$ cat config.mk
export PLATFORM = sky130hd
export DESIGN_NAME = mag_dec_fifo
export DESIGN_NICKNAME = d
export VERILOG_FILES = /design/src/rtl/core/mag_dec_pkg.sv /design/src/rtl/core/mag_dec_fifo.sv
export SDC_FILE = /design/constraint.sdc
export NUM_CORES = 1
export LEC_CHECK = 0
export ABC_AREA = 1
export BUFFER_PORTS_ARGS = -buffer_cell sky130_fd_sc_hd__buf_4
export CORE_UTILIZATION = 45
export CTS_BUF_LIST = sky130_fd_sc_hd__clkbuf_2
export DETAILED_ROUTE_END_ITERATION = 8
export PLACE_DENSITY_LB_ADDON = 0.15
export SLEW_MARGIN = 30
export SYNTH_ARGS = -nofsm -noshare
export SYNTH_HDL_FRONTEND = slang
export SYNTH_SLANG_ARGS = --single-unit
$ cat constraint.sdc
create_clock -name clk_i -period 4.5 [get_ports clk_i]
set_clock_uncertainty 0.2 [all_clocks]
set_input_delay 0.45 -clock clk_i [delete_from_list [all_inputs] [get_ports clk_i]]
set_output_delay 0.45 -clock clk_i [all_outputs]
set_load 0.05 [all_outputs]
$ cat src/rtl/core/mag_dec_pkg.sv
`timescale 1ns / 1ps

package mag_dec_pkg;

  localparam int MAX_FLAG_BYTES = 128;
  localparam int HISTORY_ROWS   = 17;
  localparam int COL_W          = 8;
  localparam int PTR_W          = $clog2(HISTORY_ROWS);
  localparam int HIST_STRIDE    = 2 ** COL_W;
  localparam int HIST_DEPTH     = HISTORY_ROWS * HIST_STRIDE;
  localparam int HIST_AW        = $clog2(HIST_DEPTH);
  localparam int FLAG_AW        = $clog2(MAX_FLAG_BYTES);

  localparam logic [PTR_W-1:0] PTR_LAST = PTR_W'(HISTORY_ROWS - 1);

  localparam logic [2:0] OFF_DX [16] = '{
    3'd0, 3'd1, 3'd2, 3'd4, 3'd0, 3'd1, 3'd0, 3'd1,
    3'd2, 3'd0, 3'd1, 3'd2, 3'd0, 3'd1, 3'd2, 3'd0
  };
  localparam logic [4:0] OFF_DY [16] = '{
    5'd0, 5'd0, 5'd0, 5'd0, 5'd1, 5'd1, 5'd2, 5'd2,
    5'd2, 5'd4, 5'd4, 5'd4, 5'd8, 5'd8, 5'd8, 5'd16
  };

  localparam logic CFG_FLAG_BYTES = 1'b0;
  localparam logic CFG_IMAGE_ROWS = 1'b1;

  localparam logic [1:0] ST_OK       = 2'd0;
  localparam logic [1:0] ST_UNEXP    = 2'd1;
  localparam logic [1:0] ST_MISSING  = 2'd2;
  localparam logic [1:0] ST_PAST_END = 2'd3;

  typedef enum logic [1:0] {
    SRC_NONE,
    SRC_PIXEL,
    SRC_COPY,
    SRC_ZERO
  } src_e;

  typedef struct packed {
    logic        req_type;
    logic        flag_a_bit;
    logic [7:0]  flag_b_byte;
    logic [15:0] pixel_word;
  } item_t;

  typedef struct packed {
    logic        unit_valid;
    logic [15:0] unit_word;
    logic [7:0]  unit_col;
    logic [15:0] unit_row;
    logic        need_pixel;
    logic        image_done;
    logic [1:0]  status;
    logic        last;
  } unit_t;

  typedef struct packed {
    src_e               src;
    logic [15:0]        word;
    logic [HIST_AW-1:0] raddr;
    logic [HIST_AW-1:0] waddr;
    logic [COL_W-1:0]   col;
    logic [15:0]        row;
    logic               need_pixel;
    logic               done;
    logic [1:0]         status;
    logic               last;
  } op_t;

  typedef struct packed {
    logic [COL_W-1:0] col;
    logic [15:0]      row;
    logic [PTR_W-1:0] ptr;
    logic             done;
  } pos_t;

  typedef struct packed {
    logic               zero;
    logic [HIST_AW-1:0] addr;
  } copy_t;

  function automatic pos_t advance(pos_t p, logic [8:0] upr, logic [16:0] rtot);
    pos_t n;
    n = p;
    if ({1'b0, p.col} + 9'd1 >= upr) begin
      n.col = '0;
      if ({1'b0, p.row} + 17'd1 >= rtot) begin
        n.done = 1'b1;
      end else begin
        n.row = p.row + 16'd1;
        n.ptr = (p.ptr == PTR_LAST) ? '0 : p.ptr + PTR_W'(1);
      end
    end else begin
      n.col = p.col + COL_W'(1);
    end
    return n;
  endfunction

  function automatic copy_t copy_src(logic [3:0] nib, pos_t p);
    copy_t      c;
    logic [2:0] dx;
    logic [4:0] dy;
    logic [5:0] s;
    logic [COL_W-1:0] sx;
    dx = OFF_DX[nib];
    dy = OFF_DY[nib];
    s  = 6'({1'b0, p.ptr}) + 6'(HISTORY_ROWS) - 6'(dy);
    if (s >= 6'(HISTORY_ROWS)) begin
      s = s - 6'(HISTORY_ROWS);
    end
    sx     = p.col - COL_W'(dx);
    c.zero = (p.col < COL_W'(dx)) || (p.row < 16'(dy));
    c.addr = HIST_AW'({s[PTR_W-1:0], sx});
    return c;
  endfunction

  function automatic op_t mk_unit(src_e src, logic [15:0] pw, copy_t c, pos_t at,
                                  logic done_after);
    op_t o;
    o.src        = (src == SRC_COPY && c.zero) ? SRC_ZERO : src;
    o.word       = pw;
    o.raddr      = c.addr;
    o.waddr      = HIST_AW'({at.ptr, at.col});
    o.col        = at.col;
    o.row        = at.row;
    o.need_pixel = 1'b0;
    o.done       = done_after;
    o.status     = ST_OK;
    o.last       = 1'b1;
    return o;
  endfunction

  function automatic op_t mk_status(logic [1:0] st, logic done, logic need);
    op_t o;
    o.src        = SRC_NONE;
    o.word       = '0;
    o.raddr      = '0;
    o.waddr      = '0;
    o.col        = '0;
    o.row        = '0;
    o.need_pixel = need;
    o.done       = done;
    o.status     = st;
    o.last       = 1'b1;
    return o;
  endfunction

endpackage

$ cat src/rtl/core/mag_dec_fifo.sv
`timescale 1ns / 1ps

module mag_dec_fifo import mag_dec_pkg::*; (
  input  logic       clk_i,
  input  logic       rst_ni,
  input  op_t        op0_i,
  input  op_t        op1_i,
  input  logic [1:0] push_cnt_i,
  output logic       room2_o,
  output logic       valid_o,
  output op_t        head_o,
  input  logic       pop_i
);

  op_t        mem_q [4];
  logic [1:0] wr_q, rd_q;
  logic [2:0] cnt_q;
  logic       pop;

  assign pop     = pop_i && valid_o;
  assign valid_o = cnt_q != 3'd0;
  assign room2_o = cnt_q <= 3'd2;
  assign head_o  = mem_q[rd_q];

  always_ff @(posedge clk_i or negedge rst_ni) begin
    if (!rst_ni) begin
      wr_q  <= '0;
      rd_q  <= '0;
      cnt_q <= '0;
    end else begin
      wr_q  <= wr_q + push_cnt_i;
      rd_q  <= rd_q + 2'(pop);
      cnt_q <= cnt_q + 3'(push_cnt_i) - 3'(pop);
    end
  end

  always_ff @(posedge clk_i) begin
    if (push_cnt_i != 2'd0) begin
      mem_q[wr_q] <= op0_i;
    end
    if (push_cnt_i == 2'd2) begin
      mem_q[wr_q + 2'd1] <= op1_i;
    end
  end

  assert property (@(posedge clk_i) disable iff (!rst_ni) cnt_q <= 3'd4)
    else $error("queue overflow");
  assert property (@(posedge clk_i) disable iff (!rst_ni)
                   push_cnt_i != 2'd0 |-> $past(room2_o) || cnt_q <= 3'd2)
    else $error("push without room");
  assert property (@(posedge clk_i) disable iff (!rst_ni)
                   cnt_q == 3'd0 |-> wr_q == rd_q)
    else $error("queue pointers disagree");

endmodule

# == Word-level counts from Yosys, hierarchy flattened ==
# Memories as Yosys holds them, arrays and structs flattened.
# Cells that the tools add are included.
# word_totals
regBits,7
ramBits,292
out_inout_bits,75
memories,1
# memory_table
memory,depth,width,rd,rd_ports_with_merged_regs,write_ports,line_no,text
mem_q,4,73,1,0,2,mag_dec_fifo.sv:15,op_t mem_q [4];
# classes
n_addsub,5
order_cmp,1
n_eq_ne,1
muxes,4
n_reduce_logical,3
# op_table
cell,count
2-to-1 mux 1 bit,4
adder 3 x 2 -> 3 bit,1
<= comparator 3 x 2 -> 1 bit (second input constant),1
nonzero test 3 bit,1
subtractor 3 x 1 -> 3 bit,1
adder 2 x 1 -> 2 bit,1
adder 2 x 1 -> 2 bit (second input constant),1
adder 2 bit,1
== test 2 bit (second input constant),1
nonzero test 2 bit,1
logical AND 1 bit,1

# == Depth between registers and ports, before layout ==
# Gate-level depths: netlist of the first run.
# logic_depth
word_depth,3
mapped_depth,9
depth_no_buf,9

# == Least setup slack after synthesis of the first run ==
# Ideal clock, no wire load.
# synth_path
path_kind,in2reg
from,in push_cnt_i[1]
to,mem mem_q[3][0] (netlist name) (enable)
setup_ns,0.748
t_arrival_ns,2.209
t_required_ns,3.552
path_slack_ns,1.343
path_stages,5
path_cell_list,inv_2 > nor2_2 > nand2_1 > clkbuf_1 > nand2_1
# synth_lines
element,line_no,text
"start, declared",mag_dec_fifo.sv:8,"input logic [1:0] push_cnt_i,"
"end, declared",mag_dec_fifo.sv:15,

==> qor.csv, run 1 <==
metric,value,unit
status,"complete, no violations",
synth_edf_count,292,
critPathRequiredTime,3.85,ns
antenna_found_initial,4,
hold_violations,0,
port_buffers,225,
cts_made_buffers,79,
cpPeakStageDelay,0.71,ns
cts_sinks,299,
fp-row-count,65,
synth_fp_nets,1715,
gp_congestion,0.777,
tightestPinTransition,0.917,ns
p_seq_frac,0.354,
clock_power_share,0.148,
fp.dieH,183,um
yosys_warnings,0,
yosysMostFrequentCell,nand2_1,
ys_top_cells_by_count,"nand2_1, edfxtp_1, o21ai_1, nor2_1, o21ai_0",
power.density,661,nW/um^2
p_int,0.00686,W
initial_core_util,0.461,
nFillCells,2688,
ys_async_sr_fraction,0.0234,
ys_seq_area_frac,0.609,
regArea,8950,um^2
netlist_area,14700,um^2
drtIter0Drc,951,
crit_fanout,58,
setup_viol,0,
fin_crit,3.83,ns
drc,0,
die_width,183,um
clk_path_buf_depth,3,
avgSynthCellArea,9.42,um^2
place.detailed.hpwl,22700,um
avgViaCountPerCell,5.19,
slowest_stage,dfrtp_4,
synthFlopType,edfxtp_1,
cp.arrival,3.18,ns
cts.clk_slew.worst_paths,0.10,ns
synth_cell_type_count,22,
grt_overflow_total,0,
crit_chain,"inv_4, buf_4, o21ai_0, o21ai_0, buf_4",
num-nets-final,2152,
hp-class,input port to flip-flop,
post_cts_resized,0,
worstSetupPathType,flip-flop to output pin,
detail_route.wl_per_cell,15.9,um
timing.final.crit_share,0.850,
clkLatencyLatePin,0.82,ns
ir_drop,0.000667,V
path_buf_inv,3,
postRouteAntennaNets,0,
maxCapViolCount,0,
rsz0062_at_grt,no,
io_pins,226,
synthCells,1560,
grt_usage,0.239,
synthTopCellsByArea,"edfxtp_1, o21ai_1, nand2_1, o21ai_0, nor2_1",
firstDrtPassIters,5,
synth_top_area_frac,0.597,
synth_seq_cells,299,
drive_gt1_frac,0.191,
cts_htree_levels,3,
final_cell_area,19400,um^2
setup_tns,0,ns
yosysTopAreaCell,edfxtp_1,
grt_pass1_vias,12600,
relSlewSlack,0.389,
cp-end-kind,output pin,
fmax,261,MHz
drv_slew,0,
post-cts-setup-buffers,0,
switchingPower,0.00598,W
comb_power_share,0.498,
dieArea,33400,um^2
cts_tree,yes,
placement.cell_area,16500,um^2
p_leak,8.25,nW
crit_family,buffers and inverters,
swShare,0.466,
grt_max_degree,105,
ctsRootBufferMaster,clkbuf_2,
grt_pass1_wl,62800,um
final_util,0.609,
core,31900,um^2
critPathLaunchType,flip-flop,
area_delta_synth_final,32.2,%
multi_input_area,4790,um^2
drt_wl_total,39700,um
vias,12900,
hold_buffers,225,
==> stage by stage <==
step           power (W)  hold slack [ns]  std cells  worst slack (ns)
6_report          0.0128            0.219       2488             0.674
5_1_grt           0.0136            0.165       2488             0.421
4_1_cts           0.0129            0.187       2484             0.651
3_5_place_dp      0.0108           0.0717       2126              1.48
3_3_place_gp      0.0107           0.0705       2126              1.50
2_1_floorplan    0.00890          -0.0456       1560              1.34
==> path summary, 6_finish.rpt <==
path | slack [ns] | startpoint | cells after the start | end
max | 0.67 | rd_q[0] | 5 | head_o[22]
min | 0.22 | op0_i[35] | 4 | mem_q[2][35]
max reg2reg | 1.21 | wr_q[0] | 6 | mem_q[2][71]
min reg2reg | 0.34 | rd_q[1] | 2 | rd_q[1]
max in group asynchronous | 3.44 | rst_ni | 3 | rd_q[0]
min in group asynchronous | 0.37 | rst_ni | 3 | cnt_q[0]
==> area by class of cell <==
type | instances | share of cell area
flip-flops and latches | 299 | 0.460
multi-input cells | 1064 | 0.247
repair buffers | 469 | 0.212
clock buffers | 119 | 0.0307
well taps | 435 | 0.0280
inverters | 84 | 0.0165
clock inverters | 14 | 0.00547
diodes | 4 | 0.000515
==> worst reg2reg max path, cell delays in order (launching register included) <==
cell and delay (ns):
dfrtp_1 0.45, inv_1 0.08, nor2_1 0.07, nand2_4 0.59, buf_4 0.83, o21ai_0 0.25, dlygate4sd3_1 0.60
==> cells in the final DEF, fill, tap and decap left out, drive strengths merged <==
cell type	synthesis	final
nor2	224	224
clkinv	0	11
a21oi	1	1
dfrtp	7	7
diode	0	4
xnor2	1	1
clkbuf	31	119
bufinv	0	2
nand2	315	315
xor2	1	1
inv	84	85
edfxtp	292	292
nand4	2	2
ha	3	3
fa	1	1
o21ai	512	512
dlygate4sd3	0	225
nand3	4	4
buf	82	244
==> kinds of logic after synthesis <==
kind of cell / Yosys count / synth area share
compound gates: 513 / 0.177
xor+xnor: 2 / 0.00119
fa+ha+maj: 4 / 0.00392
buf+inv: 197 / 0.0687
flops: 299 / 0.609
simple gates: 545 / 0.140
==> power by group through the flow <==
| stage | clock (W) | sequential, W | combinational [W] |
|---|---|---|---|
| after global routing | 0.00208 | 0.00463 | 0.00692 |
| after CTS | 0.00193 | 0.00454 | 0.00645 |
| final | 0.00190 | 0.00454 | 0.00640 |
| after floorplan | 0 | 0.00455 | 0.00435 |
| after detailed placement | 0 | 0.00461 | 0.00619 |
| after global placement | 0 | 0.00459 | 0.00613 |
==> routing by layer <==
layer / vias to the layer above / part of all wire / track usage
met4: 2 / 0.023 / 0.0840
met5: - / 0.00035 / 0
met1: 6031 / 0.41 / 0.296
met2: 505 / 0.50 / 0.420
li1: 6292 / - / -
met3: 71 / 0.064 / 0.0433
==> flip-flops by register name, summed over array words and instances (netlist names) <==
signal,flops
mem_q,292
cnt_q,3
rd_q,2
wr_q,2
(Power assumes the default switching activity.)
==> run 2: changes to the inputs <==
==> constraint.sdc (replaced) <==
create_clock -name clk_i -period 4.5 [get_ports clk_i]
set_clock_uncertainty 0.2 [all_clocks]
set_input_delay 0.225 -clock clk_i [delete_from_list [all_inputs] [get_ports clk_i]]
set_output_delay 0.225 -clock clk_i [all_outputs]
set_load 0.05 [all_outputs]
==> qor.csv, run 2 (synthesis gave the netlist of run 1 again) <==
metric,value,unit,change
maxCapViolCount,0,,unchanged
grt_pass1_wl,65200,um,was 62800 um
antenna_found_initial,2,,was 4
cp-end-kind,output pin,,unchanged
firstDrtPassIters,6,,was 5
grt_pass1_vias,13200,,was 12600
worst-path-stages,5,,unchanged
power.density,647,nW/um^2,was 661 nW/um^2
drive_gt1_frac,0.186,,was 0.191
worstSetupPathType,flip-flop to output pin,,unchanged
ctsRootBufferMaster,clkbuf_2,,unchanged
multi_input_area,4790,um^2,unchanged
cpPeakStageDelay,0.67,ns,was 0.71 ns
cts_tree,yes,,unchanged
critPathRequiredTime,4.07,ns,was 3.85 ns
crit_chain,"inv_6, buf_4, o21ai_0, o21ai_1, buf_4",,"was inv_4, buf_4, o21ai_0, o21ai_0, buf_4"
area_delta_synth_final,36.3,%,was 32.2%
rsz0062_at_grt,no,,unchanged
slowest_stage,dfrtp_4,,unchanged
setup_tns,0,ns,unchanged
port_buffers,225,,unchanged
fp.dieH,183,um,unchanged
drtIter0Drc,1071,,was 951
fp-row-count,65,,unchanged
cts_sinks,299,,unchanged
clkLatencyLatePin,0.83,ns,was 0.82 ns
reg2regPathDepth,6,,unchanged
grt_usage,0.249,,was 0.239
drv_slew,0,,unchanged
p_leak,8.50,nW,was 8.25 nW
reg_top3,"mem_q x292, cnt_q x3",,unchanged
regArea,8950,um^2,unchanged
drt_wl_total,41000,um,was 39700 um
cts.clk_slew.worst_paths,0.11,ns,was 0.10 ns
timing.final.crit_share,0.802,,was 0.850
ir_drop,0.000710,V,was 0.000667 V
avgViaCountPerCell,5.14,,was 5.19
io_pins,226,,unchanged
cts_htree_levels,3,,unchanged
postRouteAntennaNets,0,,unchanged
clk_path_buf_depth,3,,unchanged
grt_max_degree,147,,was 105
max_flop_register,mem_q,,unchanged
vias,13100,,was 12900
gp_congestion,0.786,,was 0.777
initial_core_util,0.461,,unchanged
tightestPinTransition,0.936,ns,was 0.917 ns
setup_viol,0,,unchanged
hold_violations,0,,unchanged
crit_fanout,108,,was 58
nFillCells,2703,,was 2688
fin_crit,3.61,ns,was 3.83 ns
finalPower,0.0130,W,was 0.0128 W
core,31900,um^2,unchanged
layout_commonest_cell,nand2_1,,unchanged
detail_route.wl_per_cell,16.1,um,was 15.9 um
hp-class,input port to flip-flop,,unchanged
path_buf_inv,3,,unchanged
cts_made_buffers,80,,was 79
min_delay_path_depth,4,,unchanged
die_width,183,um,unchanged
crit_family,buffers and inverters,,unchanged
critPathLaunchType,flip-flop,,unchanged
place.detailed.hpwl,22300,um,was 22700 um
status,"complete, no violations",,unchanged
mostFrequentLayoutCells,"nand2_1, edfxtp_1, o21ai_1",,unchanged
num-nets-final,2203,,was 2152
path_common_cell,buf_4,,
grt_overflow_total,0,,unchanged
dieArea,33400,um^2,unchanged
largest_reg_flops,292,,unchanged
fmax,277,MHz,was 261 MHz
relSlewSlack,0.376,,was 0.389
cp.arrival,3.18,ns,about the same
drc,0,,unchanged
## run 2: cell types whose count changed in the layout (fill, tap and decap cells not counted), moves of 2 or more
cell | previous run | this run
clkinv_2 | 1 | 6
clkinv_1 | 10 | 16
buf_12 | 2 | 5
clkbuf_2 | 119 | 117
buf_4 | 241 | 234
diode_2 | 4 | 2
dlygate4sd3_1 | 225 | 280
## run 2: worst min-delay path: cells and delay by family
family	cells	cell delay, ns
buf+inv	2	0.66
compound gates	1	0.06
simple gates	1	0.05
## run 2: cell type report
type	count	area share
clock inverters	28	0.00868
clock buffers	117	0.0292
repair buffers	519	0.233
inverters	84	0.0161
well taps	435	0.0272
diodes	2	0.000250
flip-flops and latches	299	0.447
multi-input cells	1064	0.239
## run 2: power by group
group / switching, W / leakage (nW) / internal, W
clock: 0.00114 / 0.576 / 0.000818
sequential: 0.000275 / 2.82 / 0.00427
combinational: 0.00464 / 5.11 / 0.00182
## run 2: timing repair
item                      CTS  global route
gates resized for setup     0             0
hold endpoints to repair  318             0
buffers inserted            0             0
hold buffers              280             0
## run 2: path summary, 6_finish.rpt
kind	start	endpoint	slack (ns)
worst max-delay path	rd_q[0]	head_o[41]	0.89
worst min-delay path	op0_i[6]	mem_q[0][6]	0.07
worst max register to register	wr_q[0]	mem_q[2][25]	1.24
worst min register to register	rd_q[1]	rd_q[1]	0.36
max in group asynchronous	rst_ni	rd_q[0]	3.61
min in group asynchronous	rst_ni	cnt_q[1]	0.17
## run 2: per-stage QoR
step	cell area [um^2]	util	hold slack [ns]	instances	worst slack, ns
4_1_cts	20000	0.628	0.000358	2546	0.648
3_5_place_dp	16500	0.516	-0.150	2121	1.61
6_report	20000	0.628	0.0737	2548	0.890
3_3_place_gp	16500	0.516	-0.152	2121	1.67
2_1_floorplan	14700	-	-0.271	1560	1.38
5_1_grt	20000	0.628	0.0268	2548	0.724
## run 2: metal layers
layer / vias up / global-route usage / wire length (um)
met5: - / 0 / 0
met4: 0 / 0.118 / 1540
met3: 118 / 0.0447 / 2730
met2: 533 / 0.425 / 19800
met1: 6041 / 0.305 / 16900
li1: 6404 / - / -
