File: src/rtl/core/mag_dec_pkg.sv
`timescale 1ns / 1ps

package mag_dec_pkg;

  localparam int MAX_FLAG_BYTES = 128;
  localparam int HISTORY_ROWS   = 17;
  localparam int COL_W          = 8;
  localparam int PTR_W          = $clog2(HISTORY_ROWS);
  localparam int HIST_STRIDE    = 2 ** COL_W;
  localparam int HIST_DEPTH     = HISTORY_ROWS * HIST_STRIDE;
  localparam int HIST_AW        = $clog2(HIST_DEPTH);
  localparam int FLAG_AW        = $clog2(MAX_FLAG_BYTES);

  localparam logic [PTR_W-1:0] PTR_LAST = PTR_W'(HISTORY_ROWS - 1);

  localparam logic [2:0] OFF_DX [16] = '{
    3'd0, 3'd1, 3'd2, 3'd4, 3'd0, 3'd1, 3'd0, 3'd1,
    3'd2, 3'd0, 3'd1, 3'd2, 3'd0, 3'd1, 3'd2, 3'd0
  };
  localparam logic [4:0] OFF_DY [16] = '{
    5'd0, 5'd0, 5'd0, 5'd0, 5'd1, 5'd1, 5'd2, 5'd2,
    5'd2, 5'd4, 5'd4, 5'd4, 5'd8, 5'd8, 5'd8, 5'd16
  };

  localparam logic CFG_FLAG_BYTES = 1'b0;
  localparam logic CFG_IMAGE_ROWS = 1'b1;

  localparam logic [1:0] ST_OK       = 2'd0;
  localparam logic [1:0] ST_UNEXP    = 2'd1;
  localparam logic [1:0] ST_MISSING  = 2'd2;
  localparam logic [1:0] ST_PAST_END = 2'd3;

  typedef enum logic [1:0] {
    SRC_NONE,
    SRC_PIXEL,
    SRC_COPY,
    SRC_ZERO
  } src_e;

  typedef struct packed {
    logic        req_type;
    logic        flag_a_bit;
    logic [7:0]  flag_b_byte;
    logic [15:0] pixel_word;
  } item_t;

  typedef struct packed {
    logic        unit_valid;
    logic [15:0] unit_word;
    logic [7:0]  unit_col;
    logic [15:0] unit_row;
    logic        need_pixel;
    logic        image_done;
    logic [1:0]  status;
    logic        last;
  } unit_t;

  typedef struct packed {
    src_e               src;
    logic [15:0]        word;
    logic [HIST_AW-1:0] raddr;
    logic [HIST_AW-1:0] waddr;
    logic [COL_W-1:0]   col;
    logic [15:0]        row;
    logic               need_pixel;
    logic               done;
    logic [1:0]         status;
    logic               last;
  } op_t;

  typedef struct packed {
    logic [COL_W-1:0] col;
    logic [15:0]      row;
    logic [PTR_W-1:0] ptr;
    logic             done;
  } pos_t;

  typedef struct packed {
    logic               zero;
    logic [HIST_AW-1:0] addr;
  } copy_t;

  function automatic pos_t advance(pos_t p, logic [8:0] upr, logic [16:0] rtot);
    pos_t n;
    n = p;
    if ({1'b0, p.col} + 9'd1 >= upr) begin
      n.col = '0;
      if ({1'b0, p.row} + 17'd1 >= rtot) begin
        n.done = 1'b1;
      end else begin
        n.row = p.row + 16'd1;
        n.ptr = (p.ptr == PTR_LAST) ? '0 : p.ptr + PTR_W'(1);
      end
    end else begin
      n.col = p.col + COL_W'(1);
    end
    return n;
  endfunction

  function automatic copy_t copy_src(logic [3:0] nib, pos_t p);
    copy_t      c;
    logic [2:0] dx;
    logic [4:0] dy;
    logic [5:0] s;
    logic [COL_W-1:0] sx;
    dx = OFF_DX[nib];
    dy = OFF_DY[nib];
    s  = 6'({1'b0, p.ptr}) + 6'(HISTORY_ROWS) - 6'(dy);
    if (s >= 6'(HISTORY_ROWS)) begin
      s = s - 6'(HISTORY_ROWS);
    end
    sx     = p.col - COL_W'(dx);
    c.zero = (p.col < COL_W'(dx)) || (p.row < 16'(dy));
    c.addr = HIST_AW'({s[PTR_W-1:0], sx});
    return c;
  endfunction

  function automatic op_t mk_unit(src_e src, logic [15:0] pw, copy_t c, pos_t at,
                                  logic done_after);
    op_t o;
    o.src        = (src == SRC_COPY && c.zero) ? SRC_ZERO : src;
    o.word       = pw;
    o.raddr      = c.addr;
    o.waddr      = HIST_AW'({at.ptr, at.col});
    o.col        = at.col;
    o.row        = at.row;
    o.need_pixel = 1'b0;
    o.done       = done_after;
    o.status     = ST_OK;
    o.last       = 1'b1;
    return o;
  endfunction

  function automatic op_t mk_status(logic [1:0] st, logic done, logic need);
    op_t o;
    o.src        = SRC_NONE;
    o.word       = '0;
    o.raddr      = '0;
    o.waddr      = '0;
    o.col        = '0;
    o.row        = '0;
    o.need_pixel = need;
    o.done       = done;
    o.status     = st;
    o.last       = 1'b1;
    return o;
  endfunction

endpackage

File: src/rtl/core/mag_dec_if.sv
`timescale 1ns / 1ps

interface mag_dec_in_if import mag_dec_pkg::*; ();
  logic  valid;
  logic  ready;
  item_t data;

  modport source (output valid, output data, input ready);
  modport sink (input valid, input data, output ready);
endinterface


File: src/rtl/core/mag_dec_ram.sv
`timescale 1ns / 1ps

module mag_dec_ram #(
  parameter int WIDTH = 16,
  parameter int DEPTH = 256,
  parameter int AW    = $clog2(DEPTH)
) (
  input  logic             clk_i,
  input  logic             we_i,
  input  logic [AW-1:0]    waddr_i,
  input  logic [WIDTH-1:0] wdata_i,
  input  logic             re_i,
  input  logic [AW-1:0]    raddr_i,
  output logic [WIDTH-1:0] rdata_o
);

  logic [WIDTH-1:0] mem_q [DEPTH];
  logic [WIDTH-1:0] rdata_q;

  always_ff @(posedge clk_i) begin
    if (we_i) begin
      mem_q[waddr_i] <= wdata_i;
    end
    if (re_i) begin
      rdata_q <= mem_q[raddr_i];
    end
  end

  assign rdata_o = rdata_q;

endmodule

File: src/rtl/core/mag_dec_front.sv
`timescale 1ns / 1ps

module mag_dec_front import mag_dec_pkg::*; (
  input  logic        clk_i,
  input  logic        rst_ni,
  input  logic        cfg_we_i,
  input  logic        cfg_idx_i,
  input  logic [15:0] cfg_data_i,
  mag_dec_in_if.sink  in_i,
  input  logic        room2_i,
  output op_t         op0_o,
  output op_t         op1_o,
  output logic [1:0]  push_cnt_o
);

  logic [7:0]       fbpr_q;
  logic [15:0]      rows_q;
  logic [COL_W-1:0] col_q;
  logic [15:0]      row_q;
  logic [PTR_W-1:0] ptr_q;
  logic             done_q;
  logic [7:0]       nib_q, nib_d;
  logic [1:0]       cnt_q, cnt_d;
  logic             fhit_q;
  logic [7:0]       fwd_q;

  logic       acc;
  logic [7:0] fbpr_eff;
  logic [8:0] upr;
  logic [16:0] rtot;
  pos_t       cur, a1, a2, nxt, pos_d;
  copy_t      c0, c1;
  logic [7:0] prev, b, flag_rdata;
  logic [3:0] nib1;
  logic       e1, flag_we;
  op_t        op0, op1;
  logic [1:0] push_cnt;

  assign in_i.ready = room2_i;
  assign acc        = in_i.valid && in_i.ready;

  assign fbpr_eff = (fbpr_q == 8'd0) ? 8'd1 :
                    (fbpr_q > 8'(MAX_FLAG_BYTES)) ? 8'(MAX_FLAG_BYTES) : fbpr_q;
  assign upr      = {fbpr_eff, 1'b0};
  assign rtot     = (rows_q == 16'd0) ? 17'd1 : {1'b0, rows_q};

  assign cur  = '{col: col_q, row: row_q, ptr: ptr_q, done: done_q};
  assign a1   = advance(cur, upr, rtot);
  assign a2   = advance(a1, upr, rtot);
  assign prev = fhit_q ? fwd_q : flag_rdata;
  assign b    = (in_i.data.flag_a_bit ? in_i.data.flag_b_byte : 8'd0) ^
                ((row_q != 16'd0) ? prev : 8'd0);
  assign nib1 = in_i.data.req_type ? nib_q[3:0] : b[3:0];
  assign c0   = copy_src(b[7:4], cur);
  assign c1   = copy_src(nib1, a1);

  always_comb begin
    nxt      = cur;
    cnt_d    = cnt_q;
    nib_d    = nib_q;
    flag_we  = 1'b0;
    e1       = 1'b0;
    push_cnt = 2'd0;
    op0      = mk_status(ST_OK, done_q, 1'b0);
    op1      = mk_unit(SRC_COPY, 16'd0, c1, a1, a2.done);
    if (acc) begin
      push_cnt = 2'd1;
      if (done_q) begin
        op0 = mk_status(ST_PAST_END, 1'b1, 1'b0);
      end else if (in_i.data.req_type) begin
        if (cnt_q == 2'd0) begin
          op0 = mk_status(ST_UNEXP, 1'b0, 1'b0);
        end else begin
          e1  = (cnt_q == 2'd2) && !a1.done && (nib1 != 4'd0);
          op0 = mk_unit(SRC_PIXEL, in_i.data.pixel_word, c0, cur, a1.done);
          if (e1) begin
            nxt   = a2;
            cnt_d = 2'd0;
          end else begin
            nxt   = a1;
            cnt_d = cnt_q - 2'd1;
          end
        end
      end else begin
        if (cnt_q != 2'd0) begin
          op0 = mk_status(ST_MISSING, 1'b0, 1'b1);
        end else begin
          flag_we = 1'b1;
          nib_d   = b;
          if (b[7:4] == 4'd0) begin
            op0   = mk_status(ST_OK, 1'b0, 1'b1);
            cnt_d = 2'd2;
          end else begin
            e1  = !a1.done && (b[3:0] != 4'd0);
            op0 = mk_unit(SRC_COPY, 16'd0, c0, cur, a1.done);
            if (e1) begin
              nxt   = a2;
              cnt_d = 2'd0;
            end else begin
              nxt   = a1;
              cnt_d = 2'd1;
            end
          end
        end
      end
      if (nxt.done) begin
        cnt_d = 2'd0;
      end
      if (op0.src != SRC_NONE) begin
        op0.need_pixel = (cnt_d != 2'd0) && !nxt.done;
      end
      op1.need_pixel = (cnt_d != 2'd0) && !nxt.done;
      op0.last       = !e1;
      if (e1) begin
        push_cnt = 2'd2;
      end
    end
  end

  always_comb begin
    pos_d = nxt;
    if (cfg_we_i) begin
      pos_d = '0;
    end
  end

  assign op0_o      = op0;
  assign op1_o      = op1;
  assign push_cnt_o = push_cnt;

  mag_dec_ram #(
    .WIDTH (8),
    .DEPTH (MAX_FLAG_BYTES)
  ) u_flag_ram (
    .clk_i   (clk_i),
    .we_i    (flag_we),
    .waddr_i (col_q[COL_W-1 -: FLAG_AW]),
    .wdata_i (b),
    .re_i    (1'b1),
    .raddr_i (pos_d.col[COL_W-1 -: FLAG_AW]),
    .rdata_o (flag_rdata)
  );

  always_ff @(posedge clk_i or negedge rst_ni) begin
    if (!rst_ni) begin
      fbpr_q <= 8'd1;
      rows_q <= 16'd1;
      col_q  <= '0;
      row_q  <= '0;
      ptr_q  <= '0;
      done_q <= 1'b0;
      nib_q  <= '0;
      cnt_q  <= '0;
      fhit_q <= 1'b0;
    end else begin
      fhit_q <= flag_we &&
                (col_q[COL_W-1 -: FLAG_AW] == pos_d.col[COL_W-1 -: FLAG_AW]);
      if (cfg_we_i) begin
        case (cfg_idx_i)
          CFG_FLAG_BYTES: fbpr_q <= cfg_data_i[7:0];
          CFG_IMAGE_ROWS: rows_q <= cfg_data_i;
          default: ;
        endcase
        nib_q <= '0;
        cnt_q <= '0;
      end else begin
        nib_q <= nib_d;
        cnt_q <= cnt_d;
      end
      col_q  <= pos_d.col;
      row_q  <= pos_d.row;
      ptr_q  <= pos_d.ptr;
      done_q <= pos_d.done;
    end
  end

  always_ff @(posedge clk_i) begin
    fwd_q <= b;
  end

  assert property (@(posedge clk_i) disable iff (!rst_ni) cnt_q != 2'd3)
    else $error("pending nibble count out of range");
  assert property (@(posedge clk_i) disable iff (!rst_ni) done_q |-> cnt_q == 2'd0)
    else $error("nibbles pending after image end");
  assert property (@(posedge clk_i) disable iff (!rst_ni) cnt_q == 2'd0 |-> !col_q[0])
    else $error("flag slot boundary lost");
  assert property (@(posedge clk_i) disable iff (!rst_ni)
                   {1'b0, col_q} < upr || $past(cfg_we_i))
    else $error("column beyond row end");

endmodule

File: src/flat_wrapper.sv
// flat-port wrapper written by rule: the top's interface ports become plain ports
module mag_dec_front_flat import mag_dec_pkg::*;
  (clk_i, rst_ni, cfg_we_i, cfg_idx_i, cfg_data_i, room2_i, op0_o, op1_o, push_cnt_o, in_i_valid, in_i_data, in_i_ready);
  mag_dec_in_if in_i_i ();
  input  logic clk_i;
  input  logic rst_ni;
  input  logic cfg_we_i;
  input  logic cfg_idx_i;
  input  logic [15:0] cfg_data_i;
  input  logic room2_i;
  output op_t op0_o;
  output op_t op1_o;
  output logic [1:0] push_cnt_o;
  input wire logic [$bits(in_i_i.valid)-1:0] in_i_valid;
  input wire logic [$bits(in_i_i.data)-1:0] in_i_data;
  output wire logic [$bits(in_i_i.ready)-1:0] in_i_ready;
  assign in_i_i.valid = in_i_valid;
  assign in_i_i.data = in_i_data;
  assign in_i_ready = in_i_i.ready;
  mag_dec_front u_core (.clk_i(clk_i), .rst_ni(rst_ni), .cfg_we_i(cfg_we_i), .cfg_idx_i(cfg_idx_i), .cfg_data_i(cfg_data_i), .in_i(in_i_i), .room2_i(room2_i), .op0_o(op0_o), .op1_o(op1_o), .push_cnt_o(push_cnt_o));
endmodule
File: config.mk
export PLATFORM = sky130hd
export DESIGN_NAME = mag_dec_front_flat
export DESIGN_NICKNAME = d
export VERILOG_FILES = /design/src/rtl/core/mag_dec_pkg.sv /design/src/rtl/core/mag_dec_if.sv /design/src/rtl/core/mag_dec_ram.sv /design/src/rtl/core/mag_dec_front.sv /design/src/flat_wrapper.sv
export SDC_FILE = /design/constraint.sdc
export NUM_CORES = 2
export LEC_CHECK = 0
export ABC_AREA = 1
export BUFFER_PORTS_ARGS = -buffer_cell sky130_fd_sc_hd__buf_2
export CORE_MARGIN = 2
export CORE_UTILIZATION = 62
export DETAILED_ROUTE_END_ITERATION = 8
export PLACE_DENSITY = 0.85
export SYNTH_ARGS = -nofsm -noshare
export SYNTH_HDL_FRONTEND = slang
export SYNTH_HIERARCHICAL = 1
export SYNTH_SLANG_ARGS = --single-unit
File: constraint.sdc
create_clock -name clk_i -period 9.4 [get_ports clk_i]
set_clock_uncertainty 0.2 [all_clocks]
set_input_delay 0.47 -clock clk_i [delete_from_list [all_inputs] [get_ports clk_i]]
set_output_delay 0.47 -clock clk_i [all_outputs]
set_load 0.02 [all_outputs]
# Word-level counts from Yosys, hierarchy flattened
# Memory sizes are Yosys's and may differ from the RTL's. A register that Yosys moved wholly into a read port is not among the register bits.
# Cells that the tools add are included.
[word_totals]
out_inout_bits = 149
mem_bits_ro = 256
input_bits = 48
n_memories = 5
regBits = 69
ramBits = 1024
[classes]
muxes = 78
n_reduce_logical = 26
n_lt_le_gt_ge = 13
n_bitwise = 4
eq_ne = 10
n_addsub = 19
[mem_list]
columns = ["memory", "depth", "word_bits", "read_ports", "rd_ports_with_merged_regs", "wr", "line_no", "source"]
rows = [
  ["u_core.u_flag_ram.mem_q", 128, 8, 1, 1, 1, "mag_dec_ram.sv:17", "logic [WIDTH-1:0] mem_q [DEPTH];"],
  ["(no name shown)", 16, 5, 1, 0, 0, "mag_dec_pkg.sv:107", "dy = OFF_DY[nib];"],
  ["(no name shown)", 16, 5, 1, 0, 0, "mag_dec_pkg.sv:107", ""],
  ["(no name shown)", 16, 3, 1, 0, 0, "mag_dec_pkg.sv:106", "dx = OFF_DX[nib];"],
  ["(no name shown)", 16, 3, 1, 0, 0, "mag_dec_pkg.sv:106", ""],
]
[op_table]
columns = ["cell", "n"]
rows = [
  ["73-bit two-way mux", 6],
  ["30-bit two-way mux", 10],
  ["72-bit two-way mux", 1],
  ["8-bit two-way mux", 7],
  ["22-bit two-way mux", 2],
  ["21-bit two-way mux", 2],
  ["5-bit two-way mux", 8],
  ["16-bit by 1-bit adder with 17-bit output, second input constant", 2],
  ["17-bit greater-or-equal comparator", 2],
  ["16-bit by 1-bit adder with 16-bit output, second input constant", 2],
  ["16-bit by 5-bit less-than comparator with 1-bit output", 2],
  ["2-bit two-way mux", 12],
  ["4-bit two-way mux", 6],
  ["1-bit two-way mux", 19],
  ["8-bit by 1-bit adder with 9-bit output, second input constant", 2],
  ["9-bit greater-or-equal comparator", 2],
  ["8-bit by 1-bit adder with 8-bit output, second input constant", 2],
  ["16-bit logical NOT", 1],
  ["8-bit by 3-bit less-than comparator with 1-bit output", 2],
  ["16-bit two-way mux", 1],
  ["16-bit nonzero test", 1],
  ["8-bit by 3-bit subtractor with 8-bit output", 2],
  ["5-bit by 5-bit adder with 6-bit output, second input constant", 2],
  ["6-bit by 5-bit greater-or-equal comparator with 1-bit output, second input constant", 2],
  ["26 further kinds", 52],
]

# Longest topological paths before layout
[depth]
depth_word = 21
mapped_depth = 46

# By module
# Netlist, hierarchy kept.
[modules_own_cells]
columns = ["module", "cells_each", "area_each_um2", "n_inst"]
rows = [
  ["mag_dec_ram", 3575, 42184.2, 1],
  ["mag_dec_front", 1446, 9198.8, 1],
]

# Least setup slack after synthesis
# No wires, ideal clock.
[synth_path]
kind = "reg-to-output"
from = "register u_core.row_q[0]"
to = "output port op0_o[51] in the netlist's numbering"
arrival_time_ns = 7.882
stages_incl_launch_ff = 21
required_ns = 8.730
path_slack_ns = 0.848
n_path_buf = 1
path_cell_list = "dfrtp_1 -> inv_1 -> ha_1 -> nand3_1 -> nor2_1 -> nand2_1 -> buf_4 -> nand2_1 -> xor2_1 -> inv_1 -> ha_1 -> or2_2 -> ha_1 -> fa_1 -> xor2_1 -> nor2_1 -> nand2_1 -> o21ai_0 -> nand2_1 -> nor2_1 -> nor3_1"
[synth_lines]
columns = ["item", "line_no", "source"]
rows = [
  ["start, declared", "mag_dec_front.sv:19", "logic [15:0] row_q;"],
  ["start signal, assigned", "mag_dec_front.sv:171", "row_q <= pos_d.row;"],
  ["end, declared", "flat_wrapper.sv:11", "output op_t op0_o;"],
]

==> metrics.yaml <==
run_status:
  status: "finished, final reports clean"
cts:
  path_clk_slew_ns: 0.07
  cts.sinks: 1101
  clock-root-buffer: "clkbuf_16"
  cts_buffers: 106
  htreeDepth: 3
  cts_tree: "done"
  clk_latency_ns: 0.69
  post_cts_buffers: 0
  cts.path.max_buffers: 3
drt:
  via_count: 39663
  dr.pass1.iters: 9
  wl_mm: 148
  viasPerCell: 6.34
  routedWlPerCell_um: 23.7
  remaining_drc_errors: 0
  drt_iter0_drc: 6496
  ant_nets: 0
synthesis:
  syn_inst: 5021
  synthesis.area_um2: 51400
  syn_avg_cell_area_um2: 10.2
  synthArstFlopShare_pct: 5.54
  synth_common_cells: "1573 x nand2_1, 1032 x edfxtp_1, 1025 x nand3_1, 292 x nor2_1, 215 x inv_1"
  ys_types: 59
  ys_seq_area_share_pct: 63.6
  synthFlopType: "edfxtp_1"
  synth_edf_count: 1032
  yosys_warnings: 6
  yosys.area.top_type_share_pct: 60.3
  synth_top_area_cell: "edfxtp_1"
  ys_ff_latch: 1101
  yosysMostFrequentCell: "nand2_1"
  synth_area_leaders: "edfxtp_1 60%, nand2_1 11%, nand3_1 10%"
critical_path:
  crit_required_ns: 8.73
  crit_path_start_kind: "flop"
  path_class: "flop to output pin"
  rr_worst_depth: 37
  cp_num_buf_inv: 4
  crit-reg2reg-launch: "u_core/col_q[1]"
  rrSetupSlack_ns: 0.68
  r2r_end: "u_core/u_flag_ram/rdata_o[1]"
  cp_max_fo: 18
  endpoint_kind: "output pin"
  cpPeakStageDelay_ns: 0.67
  startpoint: "u_core/row_q[0]"
  cp.arrival_ns: 8.26
  cp_top_family: "simple AND/OR/NAND/NOR gates"
  crit_top_cell: "nand2_1"
  critPathSlowestCell: "dfrtp_1"
timing:
  min_period_ns: 8.93
  rsz0062_at_grt: "no"
  slew_viol_final: 0
  worst_slew_pin_slew_ns: 1.32
  fmax_ghz: 0.112
  worst_slack_ns: 0.473
  finalHoldViolations: 0
  tns_ns: 0
  timing.final.crit_share_pct: 95.0
  max-slew-margin-rel_pct: 12.1
  finalSetupViolCount: 0
min_path:
  whs_endpoint: "u_core/fbpr_q[0]"
  hold_path.class: "input pin to flop"
  hold_start: "cfg_idx_i"
  hold-path-cell-count: 3
floorplanning:
  ioPinCount: 197
  core_area_um2: 82100
  placementRows: 105
  start_util_pct: 62.6
  die_h_um: 292
  die_w_um: 292
  fp.dieArea_um2: 85200
pwr:
  p_leak_nw: 21.7
  ir_worst_vdd_mv: 0.200
  p_per_area_nw_per_um2: 238
grt:
  grt_pass1_wl_mm: 223
  grt_max_degree: 288
  gr-usage-all-layers_pct: 34.3
  grt_overflow_total: 0
  antenna_found_initial: 4
  grt_pass1_vias: 37434
final_layout:
  drive_gt1_share_pct: 8.94
  final_nets: 5245
  syn2layout_area_growth_pct: 9.18
  nFillCells: 5667
placed_design:
  gp_congestion: 1.02
  dp_slack_ns: 0.783
  post-dp-hpwl_mm: 88.7
  portBuffers: 176
flow_run:
  cap_violations: 0
registers in the layout (all words and copies together) (netlist names):
signal                     flops
u_core/cnt_q                   2
u_core/row_q                  16
u_core/col_q                   8
u_core/fwd_q                   8
u_core/nib_q                   4
u_core/ptr_q                   5
u_core/done_q                  1
u_core/u_flag_ram/mem_q     1024
u_core/fbpr_q                  8
u_core/fhit_q                  1
u_core/u_flag_ram/rdata_o      8
u_core/rows_q                 16
repair_timing:
item,4_1_cts,5_1_grt
endpoints found under the setup margin,0,8
hold buffers,18,0
hold endpoints to repair,84,0
resized for setup,0,2
layout make-up:
class / count / area, µm² / share of cell area, %
Sequential cell: 1101 / 32700 / 58.2
Multi-Input combinational cell: 3406 / 16200 / 28.9
Clock buffer: 140 / 2900 / 5.17
Timing Repair Buffer: 243 / 1520 / 2.70
Tap cell: 1070 / 1340 / 2.39
Inverter: 232 / 910 / 1.62
Clock inverter: 57 / 544 / 0.970
Antenna cell: 3 / 7.51 / 0.0134
tightest hold or removal path: cells and delay by family:
family,cells,cell delay [ns]
buffers and inverters,1,0.10
AO/OA/AOI/OAI,1,0.12
AND/OR/NAND/NOR,1,0.24
placed cells by master, fill, tap and decap left out, types with 5 or more instances in the layout:
master,count
nor3_1,22
o22ai_1,6
dfrtp_1,59
nor4_1,9
inv_1,210
nor2_2,8
nand2_2,17
a211oi_1,6
nor2_1,291
clkinv_1,25
clkinv_2,19
a21oi_1,71
buf_4,42
nand4_1,39
xnor2_1,7
nand2_1,1567
nand3_1,1025
o21ai_0,68
dlygate4sd3_1,18
nand2_4,8
bufinv_16,7
inv_2,11
buf_12,7
conb_1,28
ha_1,103
o211ai_1,5
dfxtp_1,8
clkbuf_16,108
clkbuf_1,24
nor2_4,8
edfxtp_1,1032
clkbuf_8,8
o21ai_1,24
xor2_1,45
buf_2,176
power breakdown:
group	switching [mW]	internal (mW)	leakage [nW]	total, mW
Sequential	0.0532	5.94	10.2	5.99
Clock	1.84	2.37	1.68	4.21
Combinational	2.42	0.730	9.77	3.15
cell families (layout without fill, tap and decap cells):
kind of cell / count (synthesis) / count (layout) / synth area share [%]
other: 2 / 31 / 0.0146
DFF: 1101 / 1101 / 63.6
adders and majority gates: 107 / 107 / 2.66
buffers and inverters: 540 / 672 / 5.24
AOI/OAI and AO/OA: 199 / 199 / 2.14
xor gates and xnor gates: 56 / 56 / 0.984
muxes: 4 / 4 / 0.0877
and+or+nand+nor: 3012 / 3012 / 25.3
worst max path at each step:
stage | to | slack [ns] | cells after the start
final | op0_o[4] | 0.47 | 41
after global routing | op0_o[4] | 0.10 | 41
after CTS | u_core/u_flag_ram/rdata_o[1] | 0.73 | 38
after detailed placement | u_core/u_flag_ram/rdata_o[1] | 0.78 | 38
after global placement | u_core/u_flag_ram/rdata_o[1] | 0.84 | 38
after floorplan | op0_o[51] | 0.85 | 20
routing by layer:
| layer | routed length [µm] | GRT usage [%] | part of all wire (%) | vias to the layer above |
|---|---|---|---|---|
| li1 | - | - | - | 17337 |
| met1 | 51400 | 44.8 | 35 | 18621 |
| met2 | 69400 | 54.4 | 47 | 3140 |
| met3 | 17800 | 6.44 | 12 | 561 |
| met4 | 9480 | 19.8 | 6.4 | 4 |
| met5 | 33 | 0 | 0.022 | - |
per-stage QoR:
stage	util (%)	cell area [µm²]	total power, mW	instances	hold WS, ns
finish	68.3	56100	13.4	6252	0.0828
global route	68.3	56100	13.8	6250	0.154
CTS	68.3	56100	13.3	6249	0.0760
detailed placement	63.9	52500	9.11	6034	0.273
global placement	63.9	52500	9.04	6034	0.268
floorplan	-	51500	8.14	5047	-0.0256
Power figures use the tool's default switching activity.
